--- src/rtl/core/vvfs_pkg.sv ---
// Shared constants, codes and types of the voxel visible-face scan core.
package vvfs_pkg;

    // Chunk edge length, clamped to the row width.
    localparam int CHUNK_SIZE = 32;
    localparam int ROW_W      = 32;
    localparam int X_W        = 5;
    localparam int SZ         = (CHUNK_SIZE < ROW_W) ? CHUNK_SIZE : ROW_W;
    localparam logic [ROW_W-1:0] ROW_MASK = ROW_W'((64'(1) << SZ) - 64'(1));
    localparam logic [X_W-1:0]   LAST_IDX = X_W'(SZ - 1);

    // Store geometry.
    localparam int CHUNK_DEPTH = 1024;
    localparam int FACE_DEPTH  = 192;
    localparam int CHUNK_AW    = $clog2(CHUNK_DEPTH);
    localparam int FACE_AW     = $clog2(FACE_DEPTH);

    // Faces and boundary sides, bit order -x,-y,-z,+x,+y,+z.
    localparam int FACE_N  = 6;
    localparam int SIDE_W  = 3;
    localparam logic [SIDE_W-1:0] SIDE_NX = 3'd0;
    localparam logic [SIDE_W-1:0] SIDE_NY = 3'd1;
    localparam logic [SIDE_W-1:0] SIDE_NZ = 3'd2;
    localparam logic [SIDE_W-1:0] SIDE_PX = 3'd3;
    localparam logic [SIDE_W-1:0] SIDE_PY = 3'd4;
    localparam logic [SIDE_W-1:0] SIDE_PZ = 3'd5;
    localparam logic [SIDE_W-1:0] SIDE_END = 3'd6;

    // Fetch steps: one chunk row and one boundary row per step.
    localparam logic [SIDE_W-1:0] STEP_SELF = 3'd0;
    localparam logic [SIDE_W-1:0] STEP_YM   = 3'd1;
    localparam logic [SIDE_W-1:0] STEP_YP   = 3'd2;
    localparam logic [SIDE_W-1:0] STEP_ZM   = 3'd3;
    localparam logic [SIDE_W-1:0] STEP_ZP   = 3'd4;

    // Operation codes.
    typedef enum logic [1:0] {
        FUNC_LOAD_CHUNK = 2'd0,
        FUNC_LOAD_FACE  = 2'd1,
        FUNC_SCAN       = 2'd2,
        FUNC_NOP        = 2'd3
    } vvfs_func_t;

    typedef enum logic [1:0] {
        ST_IDLE,
        ST_FETCH,
        ST_EVAL
    } vvfs_state_t;

    // Neighbour solid bits and border flags handed to one lane.
    typedef struct packed {
        logic              solid;
        logic [FACE_N-1:0] nbr;
        logic [FACE_N-1:0] border;
    } vvfs_lane_in_t;

    // True when a row index lies inside the chunk.
    function automatic logic idx_ok(input logic [X_W-1:0] idx);
        idx_ok = ((X_W+1)'(idx) < (X_W+1)'(SZ));
    endfunction

endpackage

--- src/rtl/core/vvfs_merge.sv ---
// Merge stage: emits the visible lanes of a scan in increasing x.
module vvfs_merge (
    input  logic                                          clk,
    input  logic                                          rst_n,
    input  logic                                          load,
    input  logic [vvfs_pkg::ROW_W-1:0]                    vis,
    input  logic [vvfs_pkg::ROW_W-1:0][vvfs_pkg::FACE_N-1:0] masks,
    input  logic                                          out_stall,
    output logic                                          out_valid,
    output logic [vvfs_pkg::X_W-1:0]                      voxel_x,
    output logic [vvfs_pkg::FACE_N-1:0]                   face_mask,
    output logic                                          last_in_row,
    output logic                                          busy
);
    import vvfs_pkg::*;

    logic [ROW_W-1:0]             pend_reg, pend_next;
    logic [ROW_W-1:0][FACE_N-1:0] mask_reg;
    logic                         out_valid_reg, out_valid_next;
    logic [X_W-1:0]               voxel_x_reg;
    logic [FACE_N-1:0]            face_mask_reg;
    logic                         last_reg;
    logic [ROW_W-1:0]             low_oh;
    logic [X_W-1:0]               low_idx;
    logic [FACE_N-1:0]            low_mask;
    logic                         pop;

    // Lowest pending lane as a one-hot word, then encoded.
    always_comb
    begin
        low_oh   = pend_reg & (~pend_reg + ROW_W'(1));
        low_idx  = '0;
        low_mask = '0;
        for (int i = 0; i < ROW_W; i++)
        begin
            if (low_oh[i])
            begin
                low_idx  = low_idx | X_W'(i);
                low_mask = low_mask | mask_reg[i];
            end
        end
    end

    // Move one result into the output register whenever it is free.
    always_comb
    begin
        pop            = (pend_reg != '0) && (!out_valid_reg || !out_stall);
        pend_next      = pend_reg;
        out_valid_next = out_valid_reg;
        if (load)
        begin
            pend_next = vis;
        end
        else if (pop)
        begin
            pend_next = pend_reg & ~low_oh;
        end
        if (pop)
        begin
            out_valid_next = 1'b1;
        end
        else if (!out_stall)
        begin
            out_valid_next = 1'b0;
        end
    end

    // Control registers.
    always_ff @(posedge clk or negedge rst_n)
    begin
        if (!rst_n)
        begin
            pend_reg      <= '0;
            out_valid_reg <= 1'b0;
        end
        else
        begin
            pend_reg      <= pend_next;
            out_valid_reg <= out_valid_next;
        end
    end

    // Payload registers.
    always_ff @(posedge clk)
    begin
        if (load)
        begin
            mask_reg <= masks;
        end
        if (pop)
        begin
            voxel_x_reg   <= low_idx;
            face_mask_reg <= low_mask;
            last_reg      <= ((pend_reg & ~low_oh) == '0);
        end
    end

    assign out_valid   = out_valid_reg;
    assign voxel_x     = voxel_x_reg;
    assign face_mask   = face_mask_reg;
    assign last_in_row = last_reg;
    assign busy        = (pend_reg != '0);

endmodule

--- config.mk ---
export PLATFORM = sky130hd
export DESIGN_NAME = vvfs_merge
export DESIGN_NICKNAME = d
export VERILOG_FILES = /design/src/rtl/core/vvfs_pkg.sv /design/src/rtl/core/vvfs_merge.sv
export SDC_FILE = /design/constraint.sdc
export NUM_CORES = 1
export LEC_CHECK = 0
export BUFFER_PORTS_ARGS = -buffer_cell sky130_fd_sc_hd__clkbuf_2
export CAP_MARGIN = 20
export CORE_UTILIZATION = 35
export CTS_BUF_LIST = sky130_fd_sc_hd__clkbuf_4 sky130_fd_sc_hd__clkbuf_8 sky130_fd_sc_hd__clkbuf_16
export DETAILED_ROUTE_END_ITERATION = 12
export MAX_ROUTING_LAYER = met4
export RECOVER_POWER = 25
export SLEW_MARGIN = 20
export SYNTH_ARGS = -nofsm -noshare
export SYNTH_HDL_FRONTEND = slang
export SYNTH_SLANG_ARGS = --single-unit
export TNS_END_PERCENT = 5
--- constraint.sdc ---
create_clock -name clk -period 6.39 [get_ports clk]
set_input_delay 0.3195 -clock clk [delete_from_list [all_inputs] [get_ports clk]]
set_output_delay 0.3195 -clock clk [all_outputs]
set_load 0.05 [all_outputs]
==> results.md <==
* Slowest stage cell, crit path: and3_1
* Post-Synthesis Cells at 770
* Ant. Diodes at 0
* Max_slew headroom at 31.4%
* Worst IR Drop VDD at 0.218 mV
* Endpoints failing setup at 0
* Worst Hold Class: primary input to register
* CTS Buffer Depth at 3
* Placed Instances at 1354
* Syn Nets at 998
* Nets at 1434
* Clock Latency Late Sink at 0.55 ns
* Crit-path cells: nor4_2 -> and3_1 -> nand4_1 -> nor3_1 -> inv_1 -> clkbuf_2
* Number of synthesized register bits at 237
* Site Rows at 62
* Die width at 172 µm
* Slew @ Worst Pin at 1.03 ns
* Port buffer count at 241
* H-tree depth at 1
* RSZ-0062 raised after global routing: no
* DRC violations left at 0
* Setup Skew at 0.00935 ns
* Pwr/cell area at 259 mW/mm²
* Buf+Inv Stages, Crit Path at 2
* Clock Pin Slew Worst Setup and Hold Paths at 0.06 ns
* EDFF count, synth at 204
* CTS tree: built
* Outcome: completed
* GRT Overall Usage at 24.4%
* Final hold vios at 0
* Setup TNS at 0 ns
* Leakage Power at 5.56 nW
* DRT iter0 DRCs at 918
* Distinct cell type count after synthesis at 61
* Crit path launch: pend_reg[8]
* CP endpoint kind: output pin
* Initial antenna violation count at 0
* Req. time, crit path at 6.07 ns
* Critical Path Stages at 6
* Synth Flop Type: edfxtp_1
* Total power at 3.78 mW
* Cell taking the most area after synthesis: edfxtp_1
* Max incr delay on CP at 0.70 ns
* Largest net degree at the start of global routing at 145
* Commonest non-fill, non-tap cell in the layout: clkbuf_2
* Flop2flop setup slack at 2.98 ns
* Final critical-path required period at 3.89 ns
* Routed vias at 8695
* Die height at 172 µm
* Number of top-level pins at 242
* Final worst path period share at 60.9%
* Largest register FFs at 192
* Clk sinks at 237
* Starting Density at 35.5%
* Synth-to-Final Area Change at 43.5%
* Reg2reg start: pend_reg[8]
* Hold_sp: vis[4]
* Final RePlAce weighted congestion at 0.945
* Fraction of registers with async set/reset at 13.9%
* Core area at 0.0286 mm²
* Commonest non-fill, non-tap cells in the layout: 228 x clkbuf_2, 208 x dlygate4sd3_1, 204 x edfxtp_1
* Vias in the first global route at 8688
* Die area at 0.0297 mm²
* Sequential share of the synthesized area at 68.4%
* Crit path kind: register to output pin
* Synth Area per Inst at 13.2 µm²
* Non-filler cells, final at 1608
* Filler instances at 2454
* Yosys top cell area share at 60.3%
* Root Buffer: clkbuf_16
* WL/cell at 22.2 µm
* Antenna-violating nets left at 0
* DR pass1 iterations at 5
* First-pass GRT wire length at 51900 µm
* Via-to-Cell Ratio at 5.41
* Crit path max-delay family: simple AND/OR/NAND/NOR gates
* Max-slew violations at 0
* Detailed-route wire length at 35700 µm
* Synth top area cells: edfxtp_1 60%, dfrtp_1 8.1%, nand2_1 2.7%
* Crit path capture: busy
* Dpl cell area at 0.0117 mm²
* Post-route cell area at 0.0146 mm²
* Final Util at 51.0%
* CTS Buf Count at 26
* Detailed Place HPWL at 24400 µm
* Reg2Reg Depth at 7
* Share of cells above drive strength 1 at 24.1%
* Crit path DAT at 3.57 ns
* Max-cap violation count at 0
* Ys Warns at 0
* Grt total ovfl at 0
* Crit start category: register
* FMAX at 257 MHz
* Crit-path max FO at 19
* RR Endpoint: pend_reg[19]
* Synthesized area at 0.0102 mm²
==> cells in the mapped netlist (5+ instances only) <==
master and number:
nand4_1 35, a2111oi_0 6, nand2_1 74, o21ai_0 50
or4_1 8, nor4_1 21, buf_2 10, nor4bb_1 7
o22ai_1 8, buf_6 5, inv_1 12, o31ai_1 9
nand3_1 19, a22oi_1 25, nor2_1 33, nor2b_1 9
edfxtp_1 204, a21oi_1 15, a221oi_1 14, o21ai_1 7
and3_1 16, nor3_1 23, a22o_1 11, dfrtp_1 33
clkbuf_1 34, a32oi_1 12, and4_1 5
==> how the worst min path moves through the flow <==
stage / to / slack, ns / cells past startpoint
global placement: pend_reg[2] / 0.48 / 1
finish: pend_reg[4] / 0.004 / 3
CTS: pend_reg[1] / 0.0009 / 3
global route: pend_reg[2] / 0.02 / 3
floorplan: out_valid / 0.02 / 0
detailed placement: pend_reg[2] / 0.48 / 1
==> per-stage QoR <==
stage / setup slack [ns] / hold WS [ns]
finish: 2.50 / 0.00351
global route: 2.31 / 0.0161
CTS: 2.52 / 0.000906
detailed placement: 3.09 / 0.476
global placement: 3.08 / 0.479
floorplan: 3.92 / 0.0239
==> layout make-up <==
| cell class | instances | area (µm²) | share of cell area [%] |
|---|---|---|---|
| sequential | 237 | 6950 | 47.7 |
| clock buffer | 32 | 696 | 4.77 |
| tap | 384 | 480 | 3.29 |
| inverter | 12 | 45.0 | 0.309 |
| clock inverter | 14 | 111 | 0.763 |
| timing repair buffer | 460 | 3370 | 23.1 |
| multi-input combinational | 469 | 2940 | 20.1 |
==> metal layers <==
metal | track usage [%] | vias to the layer above | part of all wire, %
met3 | 2.86 | 84 | 7.2
met5 | - | - | 0
met1 | 33.1 | 4189 | 42
li1 | - | 3971 | -
met2 | 38.4 | 451 | 47
met4 | 7.85 | 0 | 3.2
==> power breakdown <==
| part | internal, mW | leakage [nW] | switching (mW) |
|---|---|---|---|
| Clock | 0.812 | 0.396 | 0.596 |
| Sequential | 1.82 | 2.40 | 0.107 |
| Combinational | 0.208 | 2.77 | 0.229 |
| Total | 2.84 | 5.56 | 0.931 |
==> timing repair <==
action / CTS / global route
hold endpoints to repair: 240 / 0
setup buffers: 0 / 0
hold buffers: 208 / 0
resized for setup: 0 / 0
==> cells by family (layout without fill, tap and decap cells) <==
group / count (synthesis) / count (layout) / share of synthesized area [%]
buf+inv: 64 / 518 / 2.90
flops: 237 / 237 / 68.4
fa+ha+maj: 1 / 1 / 0.0985
compound gates: 185 / 185 / 12.8
simple gates: 283 / 283 / 15.8
==> worst reg2reg max path, cell delays in order (launching register included) <==
cell	delay [ns]
dfrtp_1	0.67
nor4_2	0.63
and3_1	0.70
nand4_1	0.36
o31ai_4	0.27
buf_4	0.35
o21ai_1	0.11
o21ai_0	0.22
Power figures use the tool's default switching activity.
