File: src/rtl/core/vvfs_pkg.sv
// Shared constants, codes and types of the voxel visible-face scan core.
package vvfs_pkg;

    // Chunk edge length, clamped to the row width.
    localparam int CHUNK_SIZE = 32;
    localparam int ROW_W      = 32;
    localparam int X_W        = 5;
    localparam int SZ         = (CHUNK_SIZE < ROW_W) ? CHUNK_SIZE : ROW_W;
    localparam logic [ROW_W-1:0] ROW_MASK = ROW_W'((64'(1) << SZ) - 64'(1));
    localparam logic [X_W-1:0]   LAST_IDX = X_W'(SZ - 1);

    // Store geometry.
    localparam int CHUNK_DEPTH = 1024;
    localparam int FACE_DEPTH  = 192;
    localparam int CHUNK_AW    = $clog2(CHUNK_DEPTH);
    localparam int FACE_AW     = $clog2(FACE_DEPTH);

    // Faces and boundary sides, bit order -x,-y,-z,+x,+y,+z.
    localparam int FACE_N  = 6;
    localparam int SIDE_W  = 3;
    localparam logic [SIDE_W-1:0] SIDE_NX = 3'd0;
    localparam logic [SIDE_W-1:0] SIDE_NY = 3'd1;
    localparam logic [SIDE_W-1:0] SIDE_NZ = 3'd2;
    localparam logic [SIDE_W-1:0] SIDE_PX = 3'd3;
    localparam logic [SIDE_W-1:0] SIDE_PY = 3'd4;
    localparam logic [SIDE_W-1:0] SIDE_PZ = 3'd5;
    localparam logic [SIDE_W-1:0] SIDE_END = 3'd6;

    // Fetch steps: one chunk row and one boundary row per step.
    localparam logic [SIDE_W-1:0] STEP_SELF = 3'd0;
    localparam logic [SIDE_W-1:0] STEP_YM   = 3'd1;
    localparam logic [SIDE_W-1:0] STEP_YP   = 3'd2;
    localparam logic [SIDE_W-1:0] STEP_ZM   = 3'd3;
    localparam logic [SIDE_W-1:0] STEP_ZP   = 3'd4;

    // Operation codes.
    typedef enum logic [1:0] {
        FUNC_LOAD_CHUNK = 2'd0,
        FUNC_LOAD_FACE  = 2'd1,
        FUNC_SCAN       = 2'd2,
        FUNC_NOP        = 2'd3
    } vvfs_func_t;

    typedef enum logic [1:0] {
        ST_IDLE,
        ST_FETCH,
        ST_EVAL
    } vvfs_state_t;

    // Neighbour solid bits and border flags handed to one lane.
    typedef struct packed {
        logic              solid;
        logic [FACE_N-1:0] nbr;
        logic [FACE_N-1:0] border;
    } vvfs_lane_in_t;

    // True when a row index lies inside the chunk.
    function automatic logic idx_ok(input logic [X_W-1:0] idx);
        idx_ok = ((X_W+1)'(idx) < (X_W+1)'(SZ));
    endfunction

endpackage

File: src/rtl/core/vvfs_lane.sv
// One face-visibility lane: the six-face mask of a single voxel position.
module vvfs_lane (
    input  vvfs_pkg::vvfs_lane_in_t      lane_in,
    input  logic [vvfs_pkg::FACE_N-1:0]  present,
    output logic [vvfs_pkg::FACE_N-1:0]  mask,
    output logic                         visible
);
    import vvfs_pkg::*;

    logic [FACE_N-1:0] open_face;

    // Inside the chunk a face is open when the neighbour is empty; across
    // the border an absent neighbour chunk also opens it.
    always_comb
    begin
        for (int f = 0; f < FACE_N; f++)
        begin
            if (lane_in.border[f])
            begin
                open_face[f] = ~present[f] | ~lane_in.nbr[f];
            end
            else
            begin
                open_face[f] = ~lane_in.nbr[f];
            end
        end
        mask    = lane_in.solid ? open_face : '0;
        visible = |mask;
    end

endmodule

File: config.mk
export PLATFORM = sky130hd
export DESIGN_NAME = vvfs_lane
export DESIGN_NICKNAME = d
export VERILOG_FILES = /design/src/rtl/core/vvfs_pkg.sv /design/src/rtl/core/vvfs_lane.sv
export SDC_FILE = /design/constraint.sdc
export NUM_CORES = 1
export LEC_CHECK = 0
export ABC_AREA = 1
export BUFFER_PORTS_ARGS = -buffer_cell sky130_fd_sc_hd__clkbuf_2
export CAP_MARGIN = 15
export CORE_AREA = 2 2 39 41
export DETAILED_ROUTE_END_ITERATION = 6
export DIE_AREA = 0 0 41 43
export GPL_TIMING_DRIVEN = 0
export PLACE_DENSITY = 0.34
export SLEW_MARGIN = 20
export SYNTH_ARGS = -nofsm -noshare
export SYNTH_HDL_FRONTEND = slang
export SYNTH_SLANG_ARGS = --single-unit
File: constraint.sdc
create_clock -name vclk -period 0.8
set_clock_uncertainty 0.05 [all_clocks]
set_input_delay 0.16 -clock vclk [all_inputs]
set_output_delay 0.16 -clock vclk [all_outputs]
set_load 0.1 [all_outputs]
==> results.toml, run 1 <==
[cells_and_area]
layout.cell_area.non_filler_um2 = 623
finish.cell_count_without_fillers = 75
drive_above_1_share_pct = 94.9
ff_latch_area_um2 = 0
utilization_pct = 45.0
antenna_cells = 0
layout.clock_buffers = 0
fillers = 149
layout.nets = 80
area.growth.synth_to_final_pct = 398
flops_and_latches = 0

[yosys]
synth.net_count = 50
yosys-top-cells-count = "nand2_1, inv_1, o21ai_0, and2_1, nor2_1"
synth_area_per_cell_um2 = 4.04
synthDominantCellAreaShare_pct = 45.0
ys.warnings.count = 0
synth_cells = 31
share_of_the_yosys_chip_area_belonging_to_registers_pct = 0
post_synth_main_area_contributors = "nand2_1, inv_1, o21ai_0, and2_1, nor2_1"
synthMostInstantiatedCell = "nand2_1"
synth_largest_area_cell = "nand2_1"
synth.distinct_cells = 5
netlist_area_um2 = 125

[critical_path]
cp_data_required_time_ps = 590
start_kind = "input pin"
critPathMostFrequentCell = "nand2_4"
criticalPathCategory = "input pin to output pin"
arrival_time_reported_for_the_critical_path_endpoint_ps = 880
timing.critical_path.max_delay_family = "simple AND/OR/NAND/NOR gates"
number_of_buffers_and_inverters_on_the_critical_path = 3
crit_path_start = "present[0]"
path_cells = "buf_8 > inv_8 > nand2_4 > nand2_4 > nand2_4 > nand2_4 > nor2_4 > nand2_4 > clkbuf_16"
cp-end-kind = "output pin"
crit_path_max_fanout = 2
cpPeakStageDelay_ps = 200
critPathSlowestCell = "clkbuf_16"

[timing]
grt_setup_unrepaired = "true"
fmax_mhz = 916
maxSlewViolCount = 0
post-route-min-period_ps = 1090
finalSetupViolCount = 7
worst_slack_ps = -291
final-hold-violation-count = 0
worst_slew_pin_slew_ps = 212
relSlewSlack_pct = 85.7
layout_worst_path_cycle_share_pct = 136

[global_routing]
grt-ovfl-total = 0
antenna_found_initial = 0
maximum_number_of_pins_on_one_net_before_global_route_repair = 8
track_usage_pct = 6.29
first_global_vias = 216
grt_pass1_wl_um = 814

[pwr]
power_mw = 0.521
power.share.switching_pct = 55.8
cellPowerDensity_nw_per_um2 = 836
p_clk_share_pct = 0
leakage_nw = 0.312
ir_drop_uv = 333
seq_power_share_pct = 0
p_switching_mw = 0.291
internal_power_mw = 0.230
comb_power_share_pct = 100.0

[min_path]
min-delay-path-class = "input pin to output pin"
hold_wc_startpoint = "present[5]"

[route]
vias_post_dr = 270
drc = 0
viasPerCell = 3.60
drt_wl_total_um = 592
dr.pass1.iters = 1
avgRoutedWirePerCell_um = 7.89
route.antenna.remaining_nets = 0
drt_iter0_markers = 0

[run_status]
violations = "setup timing"
outcome = "complete, but fails checks"

[die]
die_area_um2 = 1760
die-width_um = 41
die_height_um = 43
rows = 14
number_of_primary_i_o_pins = 26
initial_utilization_pct = 9.04
floorplan.core_area_um2 = 1380

[placement]
placement.setup.worst_slack_ps = -561
final_estimated_routing_congestion_in_global_placement = 0.638
detailedPlacementHpwl_um = 402
port_buffers = 26
placedCellCount = 73
dpl-instance-area_um2 = 339

[cts]
holdBufCountCts = 0

[run]
max_capacitance_violation_count = 0
-- layout make-up --
cell class,instances,area [um2],share of cell area (%)
inverters,10,67.6,10.8
multi-input cells,21,183,29.3
well taps,16,20.0,3.21
repair buffers,28,353,56.6
-- power groups by stage --
stage / Clock [mW] / Sequential [mW] / Combinational [mW]
floorplan: 0 / 0 / 0.253
global placement: 0 / 0 / 0.334
detailed placement: 0 / 0 / 0.335
CTS: 0 / 0 / 0.471
global route: 0 / 0 / 0.545
finish: 0 / 0 / 0.521
-- placed cells by master, fill, tap and decap left out, drive strengths merged --
| cell | count |
|---|---|
| buf | 10 |
| o21ai | 3 |
| inv | 6 |
| and2 | 2 |
| clkinvlp | 4 |
| clkbuf | 18 |
| nand2 | 15 |
| nor2 | 1 |
-- worst min-delay path: cells and delay by family --
family                 cells  cell delay (ps)
AO/OA/AOI/OAI              1               50
buffers and inverters      2              270
AND/OR/NAND/NOR            1              130
-- repair_timing --
| item | 4_1_cts | 5_1_grt |
|---|---|---|
| setup endpoints to repair | 7 | 7 |
| buffers inserted | 2 | 0 |
| pin swaps | 6 | 12 |
| resized for setup | 33 | 21 |
-- logic make-up (layout without fill, tap and decap cells) --
| group | Yosys count | after routing | synth area share, % |
|---|---|---|---|
| buffers and inverters | 10 | 38 | 30.0 |
| and+or+nand+nor | 18 | 18 | 58.0 |
| AOI/OAI and AO/OA | 3 | 3 | 12.0 |
-- stage by stage --
step                setup TNS (ps)  hold slack [ps]
finish                       -1340              717
global route                 -1590              727
floorplan                     -938              487
CTS                          -1470              733
global placement             -3040              910
detailed placement           -3060              911
-- per-layer routing --
metal | GRT usage (%) | wire length, um | vias to the layer above
li1 | - | - | 143
met1 | 6.96 | 215 | 114
met2 | 12.5 | 329 | 13
met3 | 0.524 | 46 | 0
met4 | 0 | 0 | 0
met5 | 0 | 0 | -
-- final timing paths --
check	to	slack, ps	depth (start not counted)
worst max-delay path	visible	-290	9
worst min-delay path	mask[5]	720	4
Note: power is estimated with default switching activity, not from simulation.
==> run 2, diff against run 1 <==
--- a/config.mk
+++ b/config.mk
@@ -15,2 +15,3 @@
 export PLACE_DENSITY = 0.34
+export RECOVER_POWER = 25
 export SLEW_MARGIN = 20
==> constraint.sdc (replaced) <==
create_clock -name vclk -period 0.8
set_clock_uncertainty 0.05 [all_clocks]
set_input_delay 0.08 -clock vclk [all_inputs]
set_output_delay 0.08 -clock vclk [all_outputs]
set_load 0.1 [all_outputs]
==> run 2 against run 1 <==
Against the previous run:
- the run still ends with setup timing left
- count of clock-buffer cells in the layout stayed put
- global-route usage is 0.10 points higher
- final area decreased by 9.2%
- sequential share of layout area unchanged
- non-clock buffer count unchanged
- combinational power fell by 6.5%
- largest power group unchanged
==> results.toml, run 2 (synthesized netlist as in run 1, its figures left out) <==
[global_routing]
maximum_number_of_pins_on_one_net_before_global_route_repair = 8
antenna_found_initial = 0
grt-ovfl-total = 0
track_usage_pct = 6.39
grt_pass1_wl_um = 862
first_global_vias = 254

[timing]
fmax_mhz = 1080
relSlewSlack_pct = 85.9
layout_worst_path_cycle_share_pct = 116
post-route-min-period_ps = 928
worst_slack_ps = -128
setup-tns-final_ps = -270
maxSlewViolCount = 0
hold_ws_ps = 567
final-hold-violation-count = 0
worst_slew_pin_slew_ps = 210
finalSetupViolCount = 3
grt_setup_unrepaired = "true"

[pwr]
p_clk_share_pct = 0
internal_power_mw = 0.212
leakage_nw = 0.288
ir_drop_uv = 320
power.share.switching_pct = 56.5
p_switching_mw = 0.275
comb_power_share_pct = 100.0
seq_power_share_pct = 0
cellPowerDensity_nw_per_um2 = 861

[critical_path]
cpPeakStageDelay_ps = 200
critPathMostFrequentCell = "nand2_4"
critPathSlowestCell = "clkbuf_16"
start_kind = "input pin"
path_cells = "buf_6 > inv_2 > nand2_2 > nand2_2 > nand2_4 > nand2_4 > nor2_4 > nand2_4 > clkbuf_16"
timing.critical_path.max_delay_family = "simple AND/OR/NAND/NOR gates"
number_of_buffers_and_inverters_on_the_critical_path = 3
cp-end-kind = "output pin"
criticalPathCategory = "input pin to output pin"
crit_path_start = "present[0]"
arrival_time_reported_for_the_critical_path_endpoint_ps = 800
crit_path_max_fanout = 2
cp_data_required_time_ps = 670

[placement]
dpl-instance-area_um2 = 315
detailedPlacementHpwl_um = 422
port_buffers = 26
final_estimated_routing_congestion_in_global_placement = 0.577

[cells_and_area]
area.growth.synth_to_final_pct = 352
layout.cell_area.non_filler_um2 = 566
layout.nets = 80
mostFrequentLayoutCell = "clkbuf_2"
drive_above_1_share_pct = 94.9
ff_latch_area_um2 = 0
most-common-layout-cells = "clkbuf_2, nand2_2, buf_6"
flops_and_latches = 0
layout.clock_buffers = 0
antenna_cells = 0

[route]
wl_met1_um = 212
met3_length_um = 45
viasPerCell = 3.63
drt_wl_total_um = 535
dr_wl_met2_um = 277
route.antenna.remaining_nets = 0
drc = 0
vias_post_dr = 272
dr.pass1.iters = 1
avgRoutedWirePerCell_um = 7.13
drt_iter0_markers = 0
dr.max_layer_used = "met3"

[die]
initial_utilization_pct = 9.04
number_of_primary_i_o_pins = 26
die_height_um = 43
floorplan.core_area_um2 = 1380
die_area_um2 = 1760
rows = 14
die-width_um = 41

[min_path]
min-delay-path-class = "input pin to output pin"
hold_wc_startpoint = "lane_in[11]"

[cts]
holdBufCountCts = 0

[run_status]
outcome = "complete, but fails checks"
violations = "setup timing"

[run]
max_capacitance_violation_count = 0
## run 2: cell count changes in the layout (fill, tap and decap cells not counted), sizes merged
cell	before	now
clkbuf	18	20
buf	10	8
## run 2: timing repair
action                     4_1_cts  5_1_grt
gates resized for setup         29       23
setup endpoints to repair        7        7
pin swaps                        5       12
setup buffers                    2        0
cloned                           0        0
## run 2: metal layers
metal / vias up / global-route usage [%]
met1: 115 / 8.23
met2: 13 / 11.6
met3: 0 / 0.524
met5: - / 0
met4: 0 / 0
li1: 144 / -
## run 2: layout make-up
class,count,area [um2]
fill,141,818
tap,16,20.0
timing repair buffer,28,333
multi-input combinational,21,160
inverter,10,52.6
## run 2: path summary, 6_finish.rpt
path	end	slack, ps	cells past startpoint
hold / removal	mask[5]	570	4
setup / recovery	visible	-130	9
## run 2: power groups by stage
| stage | registers [mW] | clock network (mW) | logic (mW) |
|---|---|---|---|
| 2_1_floorplan | 0 | 0 | 0.245 |
| 3_3_place_gp | 0 | 0 | 0.319 |
| 3_5_place_dp | 0 | 0 | 0.319 |
| 4_1_cts | 0 | 0 | 0.445 |
| 5_1_grt | 0 | 0 | 0.510 |
| 6_report | 0 | 0 | 0.487 |
## run 2: per-stage QoR
stage	utilization [%]	worst slack, ps	power (mW)	instances
final	40.9	-128	0.487	75
after global routing	40.9	-164	0.510	75
after CTS	35.6	-166	0.445	75
after detailed placement	22.8	-380	0.319	73
after global placement	22.8	-385	0.319	73
after floorplan	-	-3.48	0.245	31
==> run 3, diff against run 2 <==
CELL_PAD_IN_SITES_DETAIL_PLACEMENT = 1   (was not set)
CELL_PAD_IN_SITES_GLOBAL_PLACEMENT = 1   (was not set)
PLACE_DENSITY = 0.65   (was 0.34)
==> run 3 against run 2 <==
Against the previous run:
- the run still ends with setup timing left
- global-route usage rose by 1.9 points
- critical endpoint unchanged
- final area shrank 0.88%
- worst setup slack better by 3.4 ps
- worst hold slack got worse by 1.7 ps
- first-iteration DRC count did not move
- highest routed layer unchanged
- total power increased by 0.10%
- non-clock buffer count rose by 2
- wire length increased by 24%
- critical path depth unchanged
==> results.toml, run 3 (synthesized netlist as in run 1, its figures left out) <==
[run_status]
outcome = "complete, but fails checks"
violations = "setup timing"

[cells_and_area]
utilization_pct = 40.5
layout.cell_area.non_filler_um2 = 561
layout.nets = 82
layout.clock_buffers = 0
area.growth.synth_to_final_pct = 348
ff_latch_area_um2 = 0
most-common-layout-cells = "clkbuf_2, buf_6, nand2_2"
mostFrequentLayoutCell = "clkbuf_2"
antenna_cells = 0
drive_above_1_share_pct = 88.5
flops_and_latches = 0
fillers = 176

[global_routing]
maximum_number_of_pins_on_one_net_before_global_route_repair = 8
grt-ovfl-total = 0
grt_pass1_wl_um = 1060
track_usage_pct = 8.29
antenna_found_initial = 0
first_global_vias = 276

[critical_path]
cp_data_required_time_ps = 670
crit_path_max_fanout = 2
number_of_buffers_and_inverters_on_the_critical_path = 3
path_cells = "buf_6 > inv_2 > nand2_1 > nand2_1 > nand2_2 > nand2_2 > nor2_4 > nand2_4 > clkbuf_16"
start_kind = "input pin"
critPathSlowestCell = "clkbuf_16"
cpPeakStageDelay_ps = 200
cp-end-kind = "output pin"
arrival_time_reported_for_the_critical_path_endpoint_ps = 800
criticalPathCategory = "input pin to output pin"
timing.critical_path.max_delay_family = "simple AND/OR/NAND/NOR gates"

[run]
max_capacitance_violation_count = 0

[die]
die_height_um = 43
die-width_um = 41
floorplan.core_area_um2 = 1380
initial_utilization_pct = 9.04
rows = 14
die_area_um2 = 1760
number_of_primary_i_o_pins = 26

[timing]
layout_worst_path_cycle_share_pct = 116
post-route-min-period_ps = 925
final-hold-violation-count = 0
worst_slew_pin_slew_ps = 211
maxSlewViolCount = 0
relSlewSlack_pct = 85.8
grt_setup_unrepaired = "true"
worst_slack_ps = -125
setup-tns-final_ps = -445
fmax_mhz = 1080
finalSetupViolCount = 5

[route]
drt_iter0_markers = 0
drt_wl_total_um = 661
dr.pass1.iters = 1
viasPerCell = 3.73
route.antenna.remaining_nets = 0
drc = 0
avgRoutedWirePerCell_um = 8.58
vias_post_dr = 287

[cts]
holdBufCountCts = 0

[min_path]
worstHoldPathCells = 4
holdPathEnd = "mask[5]"
min-delay-path-class = "input pin to output pin"
hold_wc_startpoint = "lane_in[11]"

[pwr]
power_mw = 0.487
cellPowerDensity_nw_per_um2 = 869
ir_drop_uv = 274
leakage_nw = 0.289

[placement]
placement.setup.worst_slack_ps = -376
detailedPlacementHpwl_um = 470
port_buffers = 26
dpl-instance-area_um2 = 315
final_estimated_routing_congestion_in_global_placement = 0.590
==> run 3: changes by cell type in the layout (fill, tap and decap cells not counted), sizes merged <==
cell,change
clkbuf,-1
buf,+3
==> run 3: per-stage QoR <==
stage	hold slack, ps	cells
floorplan	348	31
global placement	748	73
detailed placement	752	73
CTS	568	76
global route	580	77
finish	565	77
==> run 3: layout make-up <==
cell class	instances	area, um2	area share (%)
Timing Repair Buffer	30	353	62.9
Multi-Input combinational cell	21	135	24.1
Inverter	10	52.6	9.37
Tap cell	16	20.0	3.57
==> run 3: routing by layer <==
layer / vias to the layer above / share of wire, % / track usage [%]
li1: 146 / - / -
met1: 125 / 34 / 8.23
met2: 16 / 55 / 16.6
met3: 0 / 11 / 2.09
met4: 0 / 0 / 0
met5: - / 0 / 0
==> run 3: how the worst max path moves through the flow <==
stage,from,endpoint,depth (start not counted),slack [ps]
floorplan,present[3],mask[3],5,-3
detailed placement,lane_in[4],visible,6,-380
CTS,lane_in[12],visible,6,-170
global placement,lane_in[4],visible,6,-370
global route,present[0],visible,9,-200
finish,present[3],visible,9,-130
==> run 3: timing repair <==
| action | 4_1_cts | 5_1_grt |
|---|---|---|
| gates resized for setup | 30 | 16 |
| pin swaps | 7 | 11 |
| setup endpoints to repair | 7 | 7 |
| buffers inserted | 3 | 1 |
==> run 3: power by group <==
part,internal (mW),total (mW),switching [mW]
registers,0,0,0
clock network,0,0,0
logic,0.216,0.487,0.271
total,0.216,0.487,0.271
